`src/rtl/ray_polygon_nearest_hit_top_assert.svh`:
```
`ifndef RAY_POLYGON_NEAREST_HIT_TOP_ASSERT_SVH
`define RAY_POLYGON_NEAREST_HIT_TOP_ASSERT_SVH

// antecedent holds, consequent must hold in the same cycle
`define RPNH_ASSERT_NOW(lbl, ante, cons, msg) \
  lbl: assert property (@(posedge clk) disable iff (rst) (ante) |-> (cons)) else $error(msg);

// antecedent holds, consequent must hold in the cycle after
`define RPNH_ASSERT_NEXT(lbl, ante, cons, msg) \
  lbl: assert property (@(posedge clk) disable iff (rst) (ante) |=> (cons)) else $error(msg);

`endif

```
`src/rtl/rpnh_pkg.sv`:
```
package rpnh_pkg;

  localparam int CW     = 32;
  localparam int DW     = 16;
  localparam int DF     = 14;
  localparam int EW     = CW + 1;
  localparam int PW     = DW + EW;
  localparam int DEN_W  = PW + 1;
  localparam int MAG_W  = DEN_W;
  localparam int NUM_LO = MAG_W / 2;
  localparam int NUM_HI = MAG_W - NUM_LO;
  localparam int PROD_W = EW + MAG_W;
  localparam int QL     = CW + 8;
  localparam int QB     = QL + 1;
  localparam int QS_W   = QL + 1;
  localparam int CNT_W  = $clog2(QB);
  localparam int PT_W   = QS_W + 1;
  localparam int OFS_W  = CW + 2;
  localparam int SA_W   = OFS_W + DW;
  localparam int SUM_W  = SA_W + 1;
  localparam int T_W    = SUM_W + 1;
  localparam int DIST_W = CW + 1;
  localparam int CFG_IDX_W = 2;

  localparam logic [CFG_IDX_W-1:0] REG_ORIGIN_X = 2'd0;
  localparam logic [CFG_IDX_W-1:0] REG_ORIGIN_Y = 2'd1;
  localparam logic [CFG_IDX_W-1:0] REG_DIR_X    = 2'd2;
  localparam logic [CFG_IDX_W-1:0] REG_DIR_Y    = 2'd3;

  typedef struct packed {
    logic signed [CW-1:0] origin_x;
    logic signed [CW-1:0] origin_y;
    logic signed [DW-1:0] dir_x;
    logic signed [DW-1:0] dir_y;
  } cfg_t;

  typedef struct packed {
    logic signed [CW-1:0] ax;
    logic signed [CW-1:0] ay;
    logic signed [CW-1:0] bx;
    logic signed [CW-1:0] by;
    logic                 emit;
  } edge_job_t;

  typedef struct packed {
    logic                 found;
    logic [DIST_W-1:0]    distance;
    logic signed [CW-1:0] hx;
    logic signed [CW-1:0] hy;
  } nearest_t;

endpackage

```
`src/rtl/rpnh_front.sv`:
```
module rpnh_front (
  input  logic                  clk,
  input  logic                  rst,
  input  logic                  push,
  output logic                  full,
  input  logic [31:0]           vertex_x,
  input  logic [31:0]           vertex_y,
  input  logic                  last_vertex,
  output logic                  job_valid,
  input  logic                  job_ready,
  output rpnh_pkg::edge_job_t   job
);
  import rpnh_pkg::*;

  logic signed [CW-1:0] first_x, first_y, prev_x, prev_y;
  logic                 have_prev;
  logic                 pend;
  edge_job_t            pend_job;
  logic                 accept;
  logic signed [CW-1:0] vx, vy;

  assign vx     = $signed(vertex_x);
  assign vy     = $signed(vertex_y);
  assign full   = pend || !job_ready;
  assign accept = push && !full;

  always_comb begin
    job_valid = pend || (accept && (have_prev || last_vertex));
    if (pend) begin
      job = pend_job;
    end else if (have_prev) begin
      job = '{ax: prev_x, ay: prev_y, bx: vx, by: vy, emit: 1'b0};
    end else begin
      // lone vertex closes onto itself
      job = '{ax: vx, ay: vy, bx: vx, by: vy, emit: 1'b1};
    end
  end

  always_ff @(posedge clk) begin
    if (rst) begin
      have_prev <= 1'b0;
      pend      <= 1'b0;
    end else begin
      if (pend && job_ready) begin
        pend <= 1'b0;
      end
      if (accept) begin
        prev_x <= vx;
        prev_y <= vy;
        if (!have_prev) begin
          first_x <= vx;
          first_y <= vy;
        end
        if (last_vertex) begin
          have_prev <= 1'b0;
          if (have_prev) begin
            pend     <= 1'b1;
            pend_job <= '{ax: vx, ay: vy, bx: first_x, by: first_y, emit: 1'b1};
          end
        end else begin
          have_prev <= 1'b1;
        end
      end
    end
  end

endmodule

```
`config.mk`:
```
export PLATFORM = sky130hd
export DESIGN_NAME = rpnh_front
export DESIGN_NICKNAME = d
export VERILOG_FILES = /design/src/rtl/ray_polygon_nearest_hit_top_assert.svh /design/src/rtl/rpnh_pkg.sv /design/src/rtl/rpnh_front.sv
export SDC_FILE = /design/constraint.sdc
export NUM_CORES = 1
export LEC_CHECK = 0
export BUFFER_PORTS_ARGS = -buffer_cell sky130_fd_sc_hd__buf_2
export CAP_MARGIN = 20
export CORE_ASPECT_RATIO = 0.9
export CORE_MARGIN = 2
export CORE_UTILIZATION = 30
export CTS_CLUSTER_SIZE = 14
export DETAILED_ROUTE_END_ITERATION = 8
export GPL_TIMING_DRIVEN = 0
export PLACE_DENSITY_LB_ADDON = 0.3
export SLEW_MARGIN = 15
export SYNTH_ARGS = -nofsm -noshare
export SYNTH_HDL_FRONTEND = slang
export SYNTH_SLANG_ARGS = --single-unit
```
`constraint.sdc`:
```
create_clock -name clk -period 11.5 [get_ports clk]
set_input_delay 2.3 -clock clk [delete_from_list [all_inputs] [get_ports clk]]
set_output_delay 2.3 -clock clk [all_outputs]
set_load 0.005 [all_outputs]
```
==> flow_summary.json <==
{
  "wl_per_cell_microns": 18.3,
  "cp-start-kind": "primary input",
  "synth_area_leader_cell": "edfxtp_1",
  "min_period_ps": 5230,
  "floorplan.initialDensity": 0.304,
  "nets": 876,
  "die_y_microns": 177,
  "seq_area_sq_mm": 0.00773,
  "hpwl_microns": 15300,
  "pre_cts_slack_ps": 6280,
  "insertion_delay_ps": 550,
  "fillers": 3059,
  "numCtsBuffers": 27,
  "detail-route-antenna-nets": 0,
  "num_io_pins": 200,
  "power_density_mw_per_mm2": 160,
  "fp.dieW_microns": 196,
  "synth_ff_type": "edfxtp_1",
  "p_int_mw": 1.61,
  "core_area_sq_mm": 0.0329,
  "finalHoldViolCount": 0,
  "crit_slowest_cell": "o21ai_0",
  "required_ps": 9200,
  "portBuffers": 199,
  "synthArstFlopShare": 0,
  "synth_most_common_cell": "edfxtp_1",
  "drt_iter0_drc": 244,
  "clk_pin_slew_ps": 60,
  "relSlewSlack": 0.401,
  "clockBufferDepth": 3,
  "synth.avg_cell_area_sq_um": 17.9,
  "max_slew.worst_pin.slew_ps": 894,
  "die_area_sq_mm": 0.0348,
  "grt_pass1_wl_microns": 33800,
  "gp_congestion": 0.708,
  "dp.cells": 1200,
  "crit_buf_inv": 2,
  "critPathMaxStageDelay_ps": 260,
  "final_cell_count_no_fill": 1250,
  "status": "finished clean",
  "power_mw": 2.03,
  "cp-end-kind": "output port",
  "synth_edf_count": 256,
  "maxCapViolations": 0,
  "rows": 63,
  "synth_top_area_share": 0.769,
  "finClkSkew_ps": 19.9,
  "pwr-share-seq": 0.520,
  "cp_data_arrival_time_ps": 2930,
  "timing.fmax_ghz": 0.191,
  "critPathTopFamily": "buffers and inverters",
  "ys_warn_count": 0,
  "multi_input_area_sq_mm": 0.00207,
  "overflow": 0,
  "leakage_nw": 4.41,
  "worstSetupPathType": "in2out",
  "cts_hold_buf": 0,
  "ys_seq_area_frac": 0.773,
  "synth_area_sq_mm": 0.0100,
  "p_comb_frac": 0.062,
  "path_common_cell": "buf_2",
  "yosys_register_bits": 258,
  "synth_commonest_cells": "256 x edfxtp_1, 65 x nand2_1, 64 x mux2i_1",
  "post-route-drc-count": 0,
  "setup_viol": 0,
  "post_cts_resized": 0,
  "clockPowerShare": 0.418,
  "setup_ws_ps": 6270,
  "grt_usage": 0.128,
  "insertedDiodeCount": 0,
  "cts.sinks": 258,
  "cts_setup_buffers": 0,
  "cts.htree.levels": 1,
  "swShare": 0.209,
  "period_share": 0.455,
  "cp_max_fo": 5,
  "crit_chain": "buf_2, mux2i_1, o21ai_0, buf_2",
  "synth_nets": 627,
  "num_vias": 5661,
  "routed_wl_microns": 22900,
  "root_buffer": "clkbuf_16",
  "drive_gt1_frac": 0.424,
  "rsz0062_at_grt": "false",
  "p_sw_mw": 0.424,
  "fin_util": 0.387,
  "antenna_found_initial": 0,
  "synth_cell_types": 21,
  "slew_viol_final": 0,
  "hold_class": "reg2reg",
  "viasPerCell": 4.53,
  "netlist_instances": 558,
  "grt_pass1_vias": 5590,
  "grt_max_degree": 22,
  "dr.pass1.iters": 5,
  "area_growth_pct": 27.3,
  "fin_worst_hold_slack_ps": 407,
  "ys_top_cells_by_area": "edfxtp_1 77%, mux2_2 6.8%, mux2i_1 6.4%, o21ai_0 2.9%, nand2_1 2.4%",
  "cts_tree": "yes",
  "ir_drop_v": 0.000113
}
==> cell families after synthesis <==
kind of cell    share of synthesized area
buf+inv                            0.0224
mux                                 0.139
simple gates                       0.0315
compound gates                     0.0340
flops                               0.773
==> power by group through the flow <==
stage | logic [mW] | clock network (mW) | registers, mW
4_1_cts | 0.130 | 0.878 | 1.06
5_1_grt | 0.140 | 0.907 | 1.06
6_report | 0.126 | 0.851 | 1.06
3_5_place_dp | 0.129 | 0 | 1.08
3_3_place_gp | 0.121 | 0 | 1.08
2_1_floorplan | 0.0535 | 0 | 1.08
==> stage by stage <==
step / setup TNS (ps) / area [sq um]
after floorplan: 0 / 10000
after global placement: -1050 / 11500
after detailed placement: 0 / 11900
after CTS: 0 / 12700
after global routing: 0 / 12700
final: 0 / 12700
==> worst reg2reg max path: cells and delay by family, from the launching register on <==
| kind | cells | cell delay, ps |
|---|---|---|
| buffers and inverters | 7 | 1360 |
| flip-flops | 1 | 300 |
| AND/OR/NAND/NOR | 1 | 740 |
==> final cells by class <==
type | instances | share of cell area
Buffer | 30 | 0.0176
Clock buffer | 33 | 0.0549
Clock inverter | 17 | 0.0128
Multi-Input combinational cell | 270 | 0.163
Sequential cell | 258 | 0.607
Tap cell | 422 | 0.0415
Timing Repair Buffer | 220 | 0.104
==> sequential cells by signal, indices dropped and copies added, names as in the netlist <==
name	count
pend_job	128
first_x	32
first_y	32
prev_x	32
prev_y	32
have_prev	1
pend	1
==> layer usage <==
layer / vias to the layer above / GRT usage / routed length, microns
met5: - / 0 / 0
met4: 0 / 0.0325 / 571
met3: 29 / 0.0311 / 1390
met2: 152 / 0.212 / 10900
met1: 2814 / 0.170 / 10100
li1: 2666 / - / -
==> path summary, 6_finish.rpt <==
| kind | startpoint | endpoint | slack, ps | cells after the start |
|---|---|---|---|---|
| setup / recovery | vertex_y[27] | job[92] | 6270 | 4 |
| hold / removal | first_y[31]$_DFFE_PP_ | pend_job[32]$_DFFE_PP_ | 410 | 0 |
| setup reg to reg | have_prev$_SDFFE_PP0P_ | first_y[31]$_DFFE_PP_ | 8830 | 8 |
| hold reg to reg | first_y[31]$_DFFE_PP_ | pend_job[32]$_DFFE_PP_ | 410 | 0 |
==> placed cells by master, fill, tap and decap left out, types with 2 or more instances in the layout <==
| master | instances |
|---|---|
| buf_12 | 2 |
| buf_16 | 3 |
| buf_2 | 207 |
| buf_4 | 9 |
| buf_6 | 14 |
| buf_8 | 9 |
| bufinv_16 | 3 |
| clkbuf_1 | 12 |
| clkbuf_16 | 27 |
| clkinv_1 | 7 |
| clkinv_2 | 4 |
| clkinv_4 | 2 |
| dfxtp_1 | 2 |
| edfxtp_1 | 256 |
| mux2_2 | 60 |
| mux2_4 | 5 |
| mux2i_1 | 64 |
| nand2_1 | 65 |
| nand2b_1 | 3 |
| o21ai_0 | 57 |
| o21ai_1 | 7 |
Power figures use the tool's default switching activity.
