==> src/rtl/ray_polygon_nearest_hit_top_assert.svh <==
`ifndef RAY_POLYGON_NEAREST_HIT_TOP_ASSERT_SVH
`define RAY_POLYGON_NEAREST_HIT_TOP_ASSERT_SVH

// antecedent holds, consequent must hold in the same cycle
`define RPNH_ASSERT_NOW(lbl, ante, cons, msg) \
  lbl: assert property (@(posedge clk) disable iff (rst) (ante) |-> (cons)) else $error(msg);

// antecedent holds, consequent must hold in the cycle after
`define RPNH_ASSERT_NEXT(lbl, ante, cons, msg) \
  lbl: assert property (@(posedge clk) disable iff (rst) (ante) |=> (cons)) else $error(msg);

`endif

==> src/rtl/rpnh_pkg.sv <==
package rpnh_pkg;

  localparam int CW     = 32;
  localparam int DW     = 16;
  localparam int DF     = 14;
  localparam int EW     = CW + 1;
  localparam int PW     = DW + EW;
  localparam int DEN_W  = PW + 1;
  localparam int MAG_W  = DEN_W;
  localparam int NUM_LO = MAG_W / 2;
  localparam int NUM_HI = MAG_W - NUM_LO;
  localparam int PROD_W = EW + MAG_W;
  localparam int QL     = CW + 8;
  localparam int QB     = QL + 1;
  localparam int QS_W   = QL + 1;
  localparam int CNT_W  = $clog2(QB);
  localparam int PT_W   = QS_W + 1;
  localparam int OFS_W  = CW + 2;
  localparam int SA_W   = OFS_W + DW;
  localparam int SUM_W  = SA_W + 1;
  localparam int T_W    = SUM_W + 1;
  localparam int DIST_W = CW + 1;
  localparam int CFG_IDX_W = 2;

  localparam logic [CFG_IDX_W-1:0] REG_ORIGIN_X = 2'd0;
  localparam logic [CFG_IDX_W-1:0] REG_ORIGIN_Y = 2'd1;
  localparam logic [CFG_IDX_W-1:0] REG_DIR_X    = 2'd2;
  localparam logic [CFG_IDX_W-1:0] REG_DIR_Y    = 2'd3;

  typedef struct packed {
    logic signed [CW-1:0] origin_x;
    logic signed [CW-1:0] origin_y;
    logic signed [DW-1:0] dir_x;
    logic signed [DW-1:0] dir_y;
  } cfg_t;

  typedef struct packed {
    logic signed [CW-1:0] ax;
    logic signed [CW-1:0] ay;
    logic signed [CW-1:0] bx;
    logic signed [CW-1:0] by;
    logic                 emit;
  } edge_job_t;

  typedef struct packed {
    logic                 found;
    logic [DIST_W-1:0]    distance;
    logic signed [CW-1:0] hx;
    logic signed [CW-1:0] hy;
  } nearest_t;

endpackage

==> src/rtl/rpnh_jobq.sv <==
module rpnh_jobq (
  input  logic                clk,
  input  logic                rst,
  input  logic                in_valid,
  output logic                in_ready,
  input  rpnh_pkg::edge_job_t in_job,
  output logic                out_valid,
  input  logic                out_pop,
  output rpnh_pkg::edge_job_t out_job
);
  import rpnh_pkg::*;
  `include "ray_polygon_nearest_hit_top_assert.svh"

  edge_job_t  slots [2];
  logic       wptr, rptr;
  logic [1:0] count;
  logic       wr, rd;

  assign in_ready  = (count != 2'd2);
  assign out_valid = (count != 2'd0);
  assign out_job   = slots[rptr];
  assign wr        = in_valid && in_ready;
  assign rd        = out_pop && out_valid;

  always_ff @(posedge clk) begin
    if (wr) begin
      slots[wptr] <= in_job;
    end
  end

  always_ff @(posedge clk) begin
    if (rst) begin
      wptr  <= 1'b0;
      rptr  <= 1'b0;
      count <= 2'd0;
    end else begin
      if (wr) wptr <= !wptr;
      if (rd) rptr <= !rptr;
      count <= count + {1'b0, wr} - {1'b0, rd};
    end
  end

  `RPNH_ASSERT_NOW(a_cnt_bound, 1'b1, count <= 2'd2, "job queue count out of range")
  `RPNH_ASSERT_NOW(a_pop_nonempty, out_pop, count != 2'd0, "job popped from empty queue")
  `RPNH_ASSERT_NEXT(a_cnt_inc, wr && !rd, count == $past(count) + 2'd1, "queue count not bumped")
  `RPNH_ASSERT_NOW(a_ptr_track, count == 2'd0 || count == 2'd2, wptr == rptr, "queue pointers skewed")

endmodule

==> config.mk <==
export PLATFORM = sky130hd
export DESIGN_NAME = rpnh_jobq
export DESIGN_NICKNAME = d
export VERILOG_FILES = /design/src/rtl/rpnh_pkg.sv /design/src/rtl/rpnh_jobq.sv
export VERILOG_INCLUDE_DIRS = /design/src /design/src/rtl
export SDC_FILE = /design/constraint.sdc
export NUM_CORES = 1
export LEC_CHECK = 0
export ABC_CLOCK_PERIOD_IN_PS = 7700
export CAP_MARGIN = 20
export CORE_MARGIN = 5
export CORE_UTILIZATION = 32
export CTS_CLUSTER_SIZE = 30
export DETAILED_ROUTE_END_ITERATION = 10
export DONT_BUFFER_PORTS = 1
export SYNTH_ARGS = -nofsm -noshare
export SYNTH_HDL_FRONTEND = slang
export SYNTH_SLANG_ARGS = --single-unit
==> constraint.sdc <==
create_clock -name clk -period 7.7 [get_ports clk]
set_input_delay 1.54 -clock clk [delete_from_list [all_inputs] [get_ports clk]]
set_output_delay 1.54 -clock clk [all_outputs]
set_load 0.02 [all_outputs]
==> impl_metrics.py, run 1 <==
metrics = {
    "cts": {
        "cts_setup_buffers": 0,
        "cts_root_buf": "clkbuf_16",
        "cts-resized-gates": 0,
        "cts_buffer_depth": 3,
        "clk_latency_ps": 530,
        "cts_hold_buf": 0,
        "cts_made_buffers": 28,
        "cts_tree": "built",
        "path_clk_slew_ps": 60,
        "h-tree-depth": 1,
        "clock_sinks": 263,
    },
    "power": {
        "vdd_ir_drop_max_uv": 198,
        "p_switching_mw": 1.06,
        "leakage_nw": 3.86,
        "internal_power_mw": 2.83,
        "power_density_nw_per_um2": 342,
        "power.total_mw": 3.89,
        "seqPwrFrac": 0.462,
        "swShare": 0.272,
        "p_clk_frac": 0.336,
        "comb_power_share": 0.202,
    },
    "synth": {
        "synth-edff-count": 258,
        "yosysSeqAreaShare": 0.775,
        "async_flop_share": 0,
        "syn_area_sq_um": 10100,
        "synthesis.nets": 564,
        "synth.avg_cell_area_sq_um": 23.6,
        "ys_warn_count": 0,
        "synth_ff_type": "edfxtp_1",
        "postSynthCellCount": 430,
        "synth-seq-cells": 263,
        "ys_types": 27,
    },
    "global_route": {
        "gr-usage-all-layers": 0.105,
        "use_met2": 0.181,
        "grt_busiest_layer": "met2",
        "grt_use_met1": 0.112,
        "overflow": 0,
        "antenna_found_initial": 1,
        "grt_pass1_vias": 4271,
        "grt_use_met3": 0.0538,
        "grt_max_degree": 81,
        "grt_pass1_wl_um": 28400,
    },
    "status": {
        "outcome": "finished clean",
    },
    "worst_setup_path": {
        "crit_required_ps": 6160,
        "worstSetupPathType": "reg -> out",
        "crit_arrival_ps": 2560,
        "path_cells": "buf_4, mux2_2",
        "cp_slowest_stage_delay_ps": 810,
        "endpoint_kind": "output port",
        "crit_fanout": 52,
        "cp_slowest_cell": "buf_4",
        "critPathLaunchType": "flop",
        "r2r-start": "count[0]",
    },
    "die": {
        "io_pins": 264,
        "die_h_um": 188,
        "fp-row-count": 65,
        "die_area_sq_um": 35300,
        "core_area_sq_um": 31400,
        "die_x_um": 188,
        "start_util": 0.323,
    },
    "timing": {
        "max_freq_mhz": 244,
        "rsz0062_at_grt": "no",
        "report.final.setup_viol": 0,
        "min_period_over_period": 0.532,
        "maxSlewHeadroom": 0.313,
        "drv_slew": 0,
        "skew_ps": 7.68,
        "min_period_ps": 4100,
        "hold_viol": 0,
        "finalSetupTns_ps": 0,
        "worst_hold_slack_ps": 510,
        "tightest_slew_ps": 1030,
    },
    "layout": {
        "regArea_sq_um": 7850,
        "areaGrowthSynthToFinish_pct": 12.2,
        "finalInstanceArea_sq_um": 11400,
        "n_antenna_cell": 0,
        "fin_cells": 874,
        "nNetsFinal": 585,
        "multi_input_area_sq_um": 2030,
        "num-fill-cells": 2836,
        "drive_gt1_frac": 0.386,
        "layout_commonest_cell": "edfxtp_1",
        "final_cell_mix": "edfxtp_1, mux2_4, clkbuf_16",
    },
    "placed_design": {
        "gp_congestion": 0.708,
        "dpl-instance-area_sq_um": 10400,
        "place_inst": 822,
        "numPortBuffers": 0,
        "place_hpwl_um": 13100,
    },
    "route": {
        "viasPerCell": 4.56,
        "wire_per_inst_um": 22.1,
        "routed_wl_um": 19300,
        "vias": 3983,
        "postRouteAntennaNets": 0,
        "drc": 0,
        "dr.pass1.iters": 4,
        "drt_iter0_drc": 150,
    },
    "worst_hold_path": {
        "min-delay-start": "rptr",
        "hp-class": "reg -> reg",
    },
    "run": {
        "drv_cap": 0,
    },
}
synth_stat cells, drive strengths merged, types with 2 or more instances:
cell	instances	area, sq um
o21ai	2	10.0
and3	2	12.5
nor2	4	15.0
dfxtp	5	100
buf	14	254
edfxtp	258	7750
mux2	129	1870
power groups by stage:
| stage | Combinational [mW] | Clock, mW | Sequential [mW] |
|---|---|---|---|
| floorplan | 0.764 | 0 | 1.81 |
| global placement | 0.793 | 0 | 1.82 |
| detailed placement | 0.803 | 0 | 1.83 |
| CTS | 0.804 | 1.35 | 1.80 |
| global route | 0.827 | 1.42 | 1.81 |
| finish | 0.787 | 1.31 | 1.80 |
logic make-up after synthesis:
group / Yosys count / synth area share
AO/OA/AOI/OAI: 6 / 0.00432
AND/OR/NAND/NOR: 15 / 0.00939
multiplexers: 129 / 0.184
XOR/XNOR: 1 / 0.000865
buffers and inverters: 15 / 0.0254
adder cells (fa/ha/maj): 1 / 0.00123
flip-flops: 263 / 0.775
worst max-delay path: cells and delay by family (launching register included):
kind / cells / cell delay (ps)
muxes: 1 / 480
buffers and inverters: 1 / 810
DFF: 1 / 660
through the flow:
stage / util / setup slack [ps]
floorplan: - / 2640
global placement: 0.332 / 4060
detailed placement: 0.332 / 3980
CTS: 0.361 / 3510
global route: 0.362 / 3440
finish: 0.362 / 3600
state kept, by name, summed over array words and instances (netlist names), named ones only:
signal / flops
rptr: 1
slots: 258
wptr: 1
count: 2
cell type report:
type,instances,share of cell area
timing repair buffer,5,0.00506
tap,402,0.0442
inverter,1,0.000770
sequential,263,0.691
clock buffer,32,0.0648
multi-input combinational,152,0.179
clock inverter,19,0.0160
path summary, 6_finish.rpt:
check,endpoint,slack [ps],depth (start not counted)
hold reg to reg,flop,510,2
setup reg to reg,slots[0][10],4770,4
hold / removal,flop,510,2
setup / recovery,out_job[6],3600,2
routing by layer:
layer / part of all wire / routed length [um] / vias up
li1: - / - / 1758
met1: 0.34 / 6600 / 2001
met2: 0.51 / 9890 / 183
met3: 0.11 / 2140 / 39
met4: 0.034 / 648 / 2
met5: 0.00067 / 13 / -
(Power assumes the default switching activity.)
==> inputs of run 2 (changes only) <==
Settings changed: ABC_CLOCK_PERIOD_IN_PS 7700 to 4200.
Clock period 7.7 ns to 4.2 ns, I/O delays scaled along.
==> impl_metrics.py, run 2 (synthesis gave the netlist of run 1 again) <==
metrics = {
    "power": {
        "swShare": 0.272,
        "leakage_nw": 3.83,
        "internal_power_mw": 5.12,
        "seqPwrFrac": 0.464,
        "comb_power_share": 0.210,
        "vdd_ir_drop_max_uv": 299,
        "p_switching_mw": 1.91,
        "p_clk_frac": 0.326,
        "power_density_nw_per_um2": 621,
    },
    "placed_design": {
        "numPortBuffers": 0,
        "gp_congestion": 0.698,
        "place_hpwl_um": 12700,
    },
    "cts": {
        "h-tree-depth": 1,
        "cts_buffer_depth": 3,
        "clk_latency_ps": 520,
        "cts-resized-gates": 0,
        "cts_made_buffers": 27,
        "clock_sinks": 263,
        "cts_root_buf": "clkbuf_16",
        "cts_setup_buffers": 0,
        "path_clk_slew_ps": 60,
        "cts_hold_buf": 0,
        "cts_tree": "built",
    },
    "worst_setup_path": {
        "worstSetupPathType": "reg -> out",
        "critPathLaunchType": "flop",
        "r2r_slack_ps": 1750,
        "crit_arrival_ps": 2160,
        "crit_fanout": 59,
        "crit_required_ps": 3360,
        "endpoint_kind": "output port",
    },
    "layout": {
        "utilization": 0.361,
        "max_flop_register": "slots",
        "nNetsFinal": 584,
        "areaGrowthSynthToFinish_pct": 11.8,
        "num-fill-cells": 2876,
        "layout_commonest_cell": "edfxtp_1",
        "n_antenna_cell": 0,
        "largest_register_ffs": 258,
        "reg_top3": "slots: 258 flops, count: 2 flops",
        "final_cell_mix": "edfxtp_1, mux2_4, clkbuf_16",
        "drive_gt1_frac": 0.380,
    },
    "global_route": {
        "grt_max_degree": 72,
        "gr-usage-all-layers": 0.101,
        "grt_pass1_vias": 4409,
        "antenna_found_initial": 0,
        "overflow": 0,
        "grt_pass1_wl_um": 27800,
    },
    "timing": {
        "finalSetupTns_ps": 0,
        "tightest_slew_ps": 1030,
        "min_period_ps": 3000,
        "drv_slew": 0,
        "maxSlewHeadroom": 0.314,
        "max_freq_mhz": 333,
        "rsz0062_at_grt": "no",
        "min_period_over_period": 0.714,
        "skew_ps": 8.32,
        "hold_viol": 0,
        "report.final.setup_viol": 0,
    },
    "route": {
        "postRouteAntennaNets": 0,
        "wire_per_inst_um": 21.3,
        "routed_wl_um": 18600,
        "viasPerCell": 4.46,
        "dr.pass1.iters": 5,
        "drc": 0,
        "drt_iter0_drc": 138,
        "vias": 3881,
    },
    "die": {
        "die_x_um": 188,
        "io_pins": 264,
        "die_area_sq_um": 35300,
        "core_area_sq_um": 31400,
        "die_h_um": 188,
        "start_util": 0.323,
        "fp-row-count": 65,
    },
    "status": {
        "outcome": "finished clean",
    },
    "worst_hold_path": {
        "hp-class": "in -> reg",
    },
    "run": {
        "drv_cap": 0,
    },
}
==> run 2: layer usage <==
metal / vias to the layer above / part of all wire / track usage
li1: 1745 / - / -
met2: 179 / 0.51 / 0.178
met4: 0 / 0.027 / 0.0316
met3: 39 / 0.14 / 0.0611
met1: 1918 / 0.33 / 0.0996
met5: - / 0 / 0
==> run 2: power by group through the flow <==
stage | Clock, mW | Combinational (mW) | Sequential, mW
CTS | 2.37 | 1.51 | 3.26
global route | 2.48 | 1.55 | 3.29
global placement | 0 | 1.49 | 3.30
floorplan | 0 | 1.40 | 3.32
finish | 2.29 | 1.47 | 3.26
detailed placement | 0 | 1.51 | 3.32
==> run 2: worst paths after layout <==
check | startpoint | endpoint | depth (start not counted)
setup / recovery | flop | out_job[4] | 2
hold / removal | rst | flop | 1
hold reg to reg | rptr | flop | 2
setup reg to reg | count[0] | slots[1][31] | 3
==> run 2: stage by stage <==
stage | worst slack, ps | instances | total power [mW] | cell area, sq um | hold WS (ps)
6_report | 1200 | 871 | 7.03 | 11300 | 381
5_1_grt | 1080 | 871 | 7.32 | 11300 | 349
4_1_cts | 1130 | 871 | 7.14 | 11300 | 339
3_5_place_dp | 1710 | 823 | 4.83 | 10500 | 505
3_3_place_gp | 1760 | 823 | 4.79 | 10500 | 485
2_1_floorplan | 282 | 430 | 4.72 | 10100 | 472
==> run 2: critical path, cell delays in order, from the launching register on <==
cell,delay (ps)
dfxtp_4,350
buf_4,750
mux2_2,490
==> run 2: final cells by class <==
cell class	count	area, sq um	area share
clock buffers	31	691	0.0610
clock inverters	17	164	0.0145
inverters	1	8.76	0.000773
multi-input cells	152	2030	0.179
flip-flops and latches	263	7850	0.693
well taps	402	503	0.0444
repair buffers	5	75.1	0.00663
